<file path="src/sv/ped_pkg.sv">
`default_nettype none

package ped_pkg;

   localparam int PRIO_W  = 4;
   localparam int DATA_W  = 32;
   localparam int ENTRY_W = PRIO_W + DATA_W;

   localparam logic [1:0] ST_OK    = 2'd0;
   localparam logic [1:0] ST_FULL  = 2'd1;
   localparam logic [1:0] ST_EMPTY = 2'd2;

   localparam logic KIND_INSERT = 1'b0;
   localparam logic KIND_REMOVE = 1'b1;

   localparam logic [PRIO_W-1:0] THRESHOLD_RESET = 4'd4;

   typedef struct packed {
      logic [PRIO_W-1:0] prio;
      logic [DATA_W-1:0] data;
   } entry_type;

   typedef enum logic [2:0] {
      OP_HOLD,
      OP_PUSH_FRONT,
      OP_PUSH_BACK,
      OP_POP_FRONT,
      OP_POP_BACK
   } cell_op_type;

   typedef struct packed {
      cell_op_type op;
      entry_type   item;
   } cell_ctl_type;

endpackage

`default_nettype wire

</file>
<file path="src/sv/priority_end_deque.sv">
`default_nettype none

// Bounded double-ended queue of DEPTH entries (4-bit priority, 32-bit payload) held
// in a row of cells, front at the first cell. Every request item yields one response
// item, registered in the cycle after it is taken; one item is taken per cycle while the
// response side keeps up, since all cells shift or load together as one and the
// back entry is picked by an OR over the cells. An insert at or above the threshold
// goes to the front, else to the back; a remove takes the front unless the back holds
// a strictly higher priority. Threshold writes on csr_ are taken at any time and act
// on the next item.
module priority_end_deque #(
   parameter int DEPTH = 16
) (
   input  wire logic clock,
   input  wire logic reset,

   input  wire logic                        req_tvalid,
   output logic                             req_tready,
   // priority_req [3:0], payload [35:4], zero fill
   input  wire logic [39:0]                 req_tdata,
   // kind
   input  wire logic                        req_tuser,

   output logic                             rsp_tvalid,
   input  wire logic                        rsp_tready,
   // out_priority [3:0], out_payload [35:4], from_back, queue_empty, occupancy, zero fill
   output logic [((38+$clog2(DEPTH+1)+7)/8)*8-1:0] rsp_tdata,
   // status
   output logic [1:0]                       rsp_tuser,

   input  wire logic                        csr_valid,
   output logic                             csr_ready,
   input  wire logic [ped_pkg::PRIO_W-1:0]  csr_data
);

   localparam int CNT_W = $clog2(DEPTH + 1);
   localparam int RSP_W = ((38 + CNT_W + 7) / 8) * 8;

   logic                          req_fire;
   logic [ped_pkg::PRIO_W-1:0]    threshold_ff;
   logic [CNT_W-1:0]              count_ff;
   logic [CNT_W-1:0]              count_in;

   logic                          rsp_valid_ff;
   logic [1:0]                    status_ff;
   logic [1:0]                    status_in;
   ped_pkg::entry_type            out_ff;
   ped_pkg::entry_type            out_in;
   logic                          from_back_ff;
   logic                          from_back_in;

   ped_pkg::cell_ctl_type         ctl;
   ped_pkg::entry_type            new_item;
   logic                          cell_valid [DEPTH];
   ped_pkg::entry_type            cell_entry [DEPTH];
   logic [ped_pkg::ENTRY_W-1:0]   cell_back  [DEPTH];
   logic [ped_pkg::ENTRY_W-1:0]   back_bits;
   ped_pkg::entry_type            back_entry;
   logic                          is_empty;
   logic                          is_full;

   assign new_item.prio = req_tdata[3:0];
   assign new_item.data = req_tdata[35:4];

   assign req_tready = !rsp_valid_ff || rsp_tready;
   assign req_fire   = req_tvalid && req_tready;
   assign csr_ready  = 1'b1;

   assign is_empty = !cell_valid[0];
   assign is_full  = cell_valid[DEPTH-1];

   genvar g;
   generate
      for (g = 0; g < DEPTH; g++) begin : g_cell
         logic               lv;
         ped_pkg::entry_type le;
         logic               rv;
         ped_pkg::entry_type re;
         if (g == 0) begin : g_first
            assign lv = 1'b1;
            assign le = new_item;
         end else begin : g_mid
            assign lv = cell_valid[g-1];
            assign le = cell_entry[g-1];
         end
         if (g == DEPTH - 1) begin : g_last
            assign rv = 1'b0;
            assign re = cell_entry[g];
         end else begin : g_inner
            assign rv = cell_valid[g+1];
            assign re = cell_entry[g+1];
         end
         ped_cell u_cell (
            .clock       (clock),
            .reset       (reset),
            .ctl         (ctl),
            .left_valid  (lv),
            .left_entry  (le),
            .right_valid (rv),
            .right_entry (re),
            .valid       (cell_valid[g]),
            .entry       (cell_entry[g]),
            .back_bits   (cell_back[g])
         );
      end
   endgenerate

   always_comb begin
      back_bits = '0;
      for (int i = 0; i < DEPTH; i++) begin
         back_bits = back_bits | cell_back[i];
      end
   end

   assign back_entry = back_bits;

   always_comb begin
      ctl.op       = ped_pkg::OP_HOLD;
      ctl.item     = new_item;
      status_in    = ped_pkg::ST_OK;
      out_in       = '0;
      from_back_in = 1'b0;
      count_in     = count_ff;
      if (req_tuser == ped_pkg::KIND_INSERT) begin
         if (is_full) begin
            status_in = ped_pkg::ST_FULL;
         end else begin
            count_in = count_ff + CNT_W'(1);
            if (new_item.prio >= threshold_ff) begin
               ctl.op = ped_pkg::OP_PUSH_FRONT;
            end else begin
               ctl.op = ped_pkg::OP_PUSH_BACK;
            end
         end
      end else begin
         if (is_empty) begin
            status_in = ped_pkg::ST_EMPTY;
         end else begin
            count_in = count_ff - CNT_W'(1);
            if (cell_entry[0].prio >= back_entry.prio) begin
               ctl.op = ped_pkg::OP_POP_FRONT;
               out_in = cell_entry[0];
            end else begin
               ctl.op       = ped_pkg::OP_POP_BACK;
               out_in       = back_entry;
               from_back_in = 1'b1;
            end
         end
      end
      if (!req_fire) begin
         ctl.op = ped_pkg::OP_HOLD;
      end
   end

   always_ff @(posedge clock) begin
      if (reset) begin
         threshold_ff <= ped_pkg::THRESHOLD_RESET;
         count_ff     <= '0;
         rsp_valid_ff <= 1'b0;
      end else begin
         if (csr_valid && csr_ready) begin
            threshold_ff <= csr_data;
         end
         if (req_fire) begin
            count_ff     <= count_in;
            rsp_valid_ff <= 1'b1;
         end else if (rsp_tready) begin
            rsp_valid_ff <= 1'b0;
         end
      end
   end

   always_ff @(posedge clock) begin
      if (req_fire) begin
         status_ff    <= status_in;
         out_ff       <= out_in;
         from_back_ff <= from_back_in;
      end
   end

   logic [CNT_W-1:0] occ_ff;
   logic             empty_ff;

   always_ff @(posedge clock) begin
      if (req_fire) begin
         occ_ff   <= count_in;
         empty_ff <= (count_in == '0);
      end
   end

   assign rsp_tvalid = rsp_valid_ff;
   assign rsp_tuser  = status_ff;
   assign rsp_tdata  = RSP_W'({occ_ff, empty_ff, from_back_ff, out_ff.data, out_ff.prio});

endmodule

`default_nettype wire

</file>
<file path="src/sv/ped_cell.sv">
`default_nettype none

module ped_cell (
   input  wire logic                   clock,
   input  wire logic                   reset,
   input  wire ped_pkg::cell_ctl_type  ctl,
   input  wire logic                   left_valid,
   input  wire ped_pkg::entry_type     left_entry,
   input  wire logic                   right_valid,
   input  wire ped_pkg::entry_type     right_entry,
   output logic                        valid,
   output ped_pkg::entry_type          entry,
   output logic [ped_pkg::ENTRY_W-1:0] back_bits
);

   logic               valid_ff;
   logic               valid_in;
   ped_pkg::entry_type entry_ff;
   ped_pkg::entry_type entry_in;
   logic               is_back;

   assign is_back   = valid_ff && !right_valid;
   assign valid     = valid_ff;
   assign entry     = entry_ff;
   assign back_bits = is_back ? entry_ff : '0;

   always_comb begin
      valid_in = valid_ff;
      entry_in = entry_ff;
      case (ctl.op)
         ped_pkg::OP_PUSH_FRONT: begin
            valid_in = left_valid;
            entry_in = left_entry;
         end
         ped_pkg::OP_PUSH_BACK: begin
            if (!valid_ff && left_valid) begin
               valid_in = 1'b1;
               entry_in = ctl.item;
            end
         end
         ped_pkg::OP_POP_FRONT: begin
            valid_in = right_valid;
            entry_in = right_entry;
         end
         ped_pkg::OP_POP_BACK: begin
            if (is_back) begin
               valid_in = 1'b0;
            end
         end
         default: begin
            valid_in = valid_ff;
         end
      endcase
   end

   always_ff @(posedge clock) begin
      if (reset) begin
         valid_ff <= 1'b0;
      end else begin
         valid_ff <= valid_in;
      end
   end

   always_ff @(posedge clock) begin
      entry_ff <= entry_in;
   end

endmodule

`default_nettype wire

</file>
<file path="config.mk">
export PLATFORM = sky130hd
export DESIGN_NAME = priority_end_deque
export DESIGN_NICKNAME = d
export VERILOG_FILES = /design/src/sv/ped_pkg.sv /design/src/sv/priority_end_deque.sv /design/src/sv/ped_cell.sv
export SDC_FILE = /design/constraint.sdc
export NUM_CORES = 1
export LEC_CHECK = 0
export ABC_AREA = 1
export BUFFER_PORTS_ARGS = -buffer_cell sky130_fd_sc_hd__buf_2
export CAP_MARGIN = 20
export CORE_MARGIN = 3
export CORE_UTILIZATION = 29
export CTS_BUF_LIST = sky130_fd_sc_hd__clkbuf_4 sky130_fd_sc_hd__clkbuf_8 sky130_fd_sc_hd__clkbuf_16
export CTS_CLUSTER_SIZE = 8
export DETAILED_ROUTE_END_ITERATION = 10
export GPL_ROUTABILITY_DRIVEN = 0
export HOLD_SLACK_MARGIN = 0.08
export PLACE_DENSITY = 0.45
export SLEW_MARGIN = 40
export SYNTH_ARGS = -nofsm -noshare
export SYNTH_HDL_FRONTEND = slang
export SYNTH_SLANG_ARGS = --single-unit
export TNS_END_PERCENT = 20
</file>
<file path="constraint.sdc">
create_clock -name clock -period 8.9 [get_ports clock]
set_input_delay 1.335 -clock clock [delete_from_list [all_inputs] [get_ports clock]]
set_output_delay 1.335 -clock clock [all_outputs]
set_load 0.03 [all_outputs]
</file>
==> flow_results.org <==
** Pwr
- Cell-internal power :: ~9.4 mW
- Of the total power, registers draw between 30% and 40%.
- Net switching is 45.5% of the power.
- Largest voltage drop on the vdd net :: around 0.00045 V
- For this design the ratio of total power to cell area is 447 mW/mm².
- In this run, the combinational gates consume between 40 and 50% of the power.
- For this design the total switching power over the nets is just under 8 mW.
- Share of power burned in the clock network :: approximately a fifth
- In this run the static leakage power is about 15 nW.

** Global routing
- Global routing consumed, over all layers together, a little over a fifth of the routing resources.
- The number of global-route vias before repair came to roughly 26000.
- Antenna violations before repair :: 7
- Total congestion overflow :: 0
- First-pass GRT wire length :: about 190 mm
- Entering global routing, the biggest net connects around 150 pins.

** Worst setup path
- Worst path bufs/invs :: 6
- CP max FO :: 27
- Series of cell instances along the critical path :: inv_4, nand2_2, buf_4, o22ai_1, nor4_1, and2_1, ha_1, nand2_1, inv_1, nand2_1, nand4_1, nand2_1, nor2_4, inv_2, buf_4, o21ai_4, buf_4
- The worst setup path is launched from a flip-flop.
- Worst Path Required :: roughly 9200 ps
- Among all stages on the critical path, the largest delay is contributed by sky130_fd_sc_hd__dfxtp_2.
- In this design, the largest share of critical-path delay is due to buffers and inverters.
- Kind of end point of the critical path :: flip-flop
- Maximum single-stage delay on the critical path :: 800 ps
- Class of the most critical setup path :: reg -> reg
- Critical path data arrival time :: ~7000 ps
- Reg2reg setup slack :: 2350 ps

** Clock tree
- Clock latency on the worst-skew pair, taken at its later pin, is 670 ps.
- Buffers from clock root to sink, at most :: 3
- Clock Root Buffer :: sky130_fd_sc_hd__clkbuf_16
- For this design, the sink count on the clock tree is between 600 and 700.
- After clock tree synthesis, the repair step resized 0 gates.
- Post-CTS timing repair inserted 0 buffers for setup.
- H-tree levels :: 3
- TritonCTS created between 90 and 100 clock buffers.
- CTS tree :: yes
- Number of hold buffers added after cts :: 0
- After clock tree synthesis, the clock-pin slew on the worst setup and hold paths is 60 ps.

** Timing
- Final TNS setup :: 0 ps
- For the pin with the worst max-slew slack, the measured transition is 863 ps.
- Shortest period the worst path allows :: between 6000 and 7000 ps
- Dividing the final minimum period by the clock period gives 73.6%.
- Max_slew headroom :: 42.3%
- The final number of hold-violating endpoints came to 0.
- Setup violation total in the final timing report :: 0
- Unrepaired setup endpoints after global routing :: false
- Clock Skews :: approximately 28 ps
- Max Clk Rate :: 153 MHz
- The max-slew violation total from the final report is 0.

** Logic synthesis
- In this run the cell area of the synthesized design comes to 0.0341 mm².
- Dividing the synthesized area by the synthesized cell count gives between 10 and 15 µm².
- Register bit count reported by yosys :: around 650
- Seq/Total Area, Yosys :: 56.1%
- Synthesis produced about 3000 cells.
- Share of the synthesized area in the top cell type :: 54.6%
- The most used flip-flop cell after synthesis is sky130_fd_sc_hd__edfxtp_1.
- Count of cell types in the netlist :: 50
- Post-synth EDFFs :: a little over 600
- Of all flip-flops after synthesis, the portion carrying an async set or reset was 0%.
- Ranked by total cell area, the synthesized netlist is headed by sky130_fd_sc_hd__edfxtp_1 55%, sky130_fd_sc_hd__o221ai_2 8.8%, sky130_fd_sc_hd__o221ai_1 6.8%.
- During synthesis, Yosys emitted a total of 0 warnings.
- sky130_fd_sc_hd__edfxtp_1 takes more of the synthesized area than any other cell.

** Routing
- Length of routed wiring on met1 :: 58.0 mm
- Average routed wire per standard cell :: 27.9 µm
- Overall routed net length :: approximately 130 mm
- Via count of the routed design :: ~26000
- Met2 wire len :: 59.0 mm
- In this run, the number of DRC markers left after iteration 0 of detailed routing was approximately 2800.
- Antenna Nets Post-Route :: 0
- After detailed routing, the number of remaining DRC violations is 0.
- The first TritonRoute pass finished after 7 iterations.
- Post-DR vias/cell :: around 5.6
- The routed design uses slightly below 9 mm of met3 wire.
- The highest metal layer carrying signal wires in the routed design is met4.

** Floorplanning
- From left edge to right edge, the die measures ~350 µm.
- Core Region :: 0.117 mm²
- The initial utilization of the core area, before any placement, comes to between 20% and 30%.
- Number of top-level pins :: approximately 100
- In this run the vertical extent of the chip is 349 µm.
- The die covers around 0.12 mm².
- Std cell rows :: between 100 and 150

** Finish
- Most frequent cells in the layout :: 621 x sky130_fd_sc_hd__edfxtp_1, 580 x sky130_fd_sc_hd__inv_1, 410 x sky130_fd_sc_hd__nand2_1
- Of the cells placed in the final design, the portion with a size suffix greater than 1 is 19.4%.
- Relative to the synthesized area, the layout overhead comes to 13.5%.
- Commonest non-fill, non-tap cell in the layout :: sky130_fd_sc_hd__edfxtp_1
- At the end of the flow the core is filled with cells to between 30 and 40%.
- Antenna diode count :: 0
- Nets :: ~3200

** Placed design
- Once detailed placement completed, the half-perimeter wirelength came to approximately 75 mm.
- During placement, the flow inserted port buffers numbering 92.

** Status
- Outcome :: finished, final reports clean

** Run
- Total of max-cap violations :: 0

** Worst hold path
- Type of the most critical hold path :: reg -> reg
kinds of logic (layout without fill, tap and decap cells):
kind of cell,after synthesis,count (layout),synth area share (%)
AO/OA/AOI/OAI,914,914,23.7
XOR/XNOR,3,3,0.0770
adder cells (fa/ha/maj),10,10,0.367
buffers and inverters,837,895,11.0
flip-flops,647,647,56.1
other,2,6,0.0220
AND/OR/NAND/NOR,660,660,8.62
worst reg2reg max path: stages, from the launching register on:
cell and delay (ps):
sky130_fd_sc_hd__dfxtp_2 800, sky130_fd_sc_hd__inv_4 340, sky130_fd_sc_hd__nand2_2 620, sky130_fd_sc_hd__buf_4 570, sky130_fd_sc_hd__o22ai_1 130, sky130_fd_sc_hd__nor4_1 230
sky130_fd_sc_hd__and2_1 250, sky130_fd_sc_hd__ha_1 170, sky130_fd_sc_hd__nand2_1 50, sky130_fd_sc_hd__inv_1 60, sky130_fd_sc_hd__nand2_1 100, sky130_fd_sc_hd__nand4_1 110
sky130_fd_sc_hd__nand2_1 110, sky130_fd_sc_hd__nor2_4 440, sky130_fd_sc_hd__inv_2 320, sky130_fd_sc_hd__buf_4 410, sky130_fd_sc_hd__o21ai_4 640, sky130_fd_sc_hd__buf_4 690
path summary, 6_finish.rpt:
| path | start | endpoint | cells past startpoint |
|---|---|---|---|
| setup reg to reg | g_cell[15].u_cell.valid | g_cell[0].u_cell.entry[28] | 17 |
| hold / removal | threshold_ff[3] | threshold_ff[3] | 2 |
| setup / recovery | g_cell[15].u_cell.valid | g_cell[0].u_cell.entry[28] | 17 |
| hold reg to reg | threshold_ff[3] | threshold_ff[3] | 2 |
cell type report:
type / count / area (µm²)
Timing Repair Buffer: 174 / 1380
Clock inverter: 7 / 96.3
Clock buffer: 118 / 2500
Inverter: 596 / 2250
Multi-Input combinational cell: 1593 / 11500
Sequential cell: 647 / 19200
Fill cell: 11700 / 77800
Tap cell: 1524 / 1910
synthesized netlist by cell type (all sizes together) (26+ instances only):
cell,instances
edfxtp,621
inv,593
o221ai,466
nand2,461
buf,186
o21ai,169
o22ai,129
nor2,109
o211ai,57
clkbuf,55
a21oi,33
nor4,32
nand3,31
dfxtp,26
metrics by stage:
step / area [µm²] / std cells / setup WS, ps / power, mW / hold WS (ps)
after floorplan: 34200 / 3077 / 3320 / 10.6 / 434
after global placement: 35800 / 4518 / 1970 / 13.8 / 455
after detailed placement: 36100 / 4532 / 2040 / 13.9 / 460
after CTS: 38700 / 4657 / 1970 / 17.3 / 467
after global routing: 38800 / 4659 / 2170 / 18.2 / 511
final: 38800 / 4659 / 2350 / 17.3 / 469
registers in the layout, summed over array words and instances (netlist names):
name / count
threshold_ff: 4
g_cell.u_cell.valid: 16
rsp_tdata: 36
occ_ff: 5
count_ff: 5
from_back_ff: 1
g_cell.u_cell.entry: 576
rsp_tuser: 2
empty_ff: 1
rsp_tvalid: 1
power by group through the flow:
stage / combinational (mW) / clock [mW] / sequential, mW
after CTS: 8.31 / 3.39 / 5.61
after global routing: 8.93 / 3.51 / 5.72
final: 8.40 / 3.33 / 5.61
after detailed placement: 8.28 / 0 / 5.65
after global placement: 8.12 / 0 / 5.65
after floorplan: 4.90 / 0 / 5.67
metal layers:
layer  vias to the layer above  GRT usage, %
met3                       232          3.46
met1                     13200          29.7
met4                         0          6.32
met5                         -             0
met2                      1076          32.7
li1                      11500             -
(Power assumes the default switching activity.)
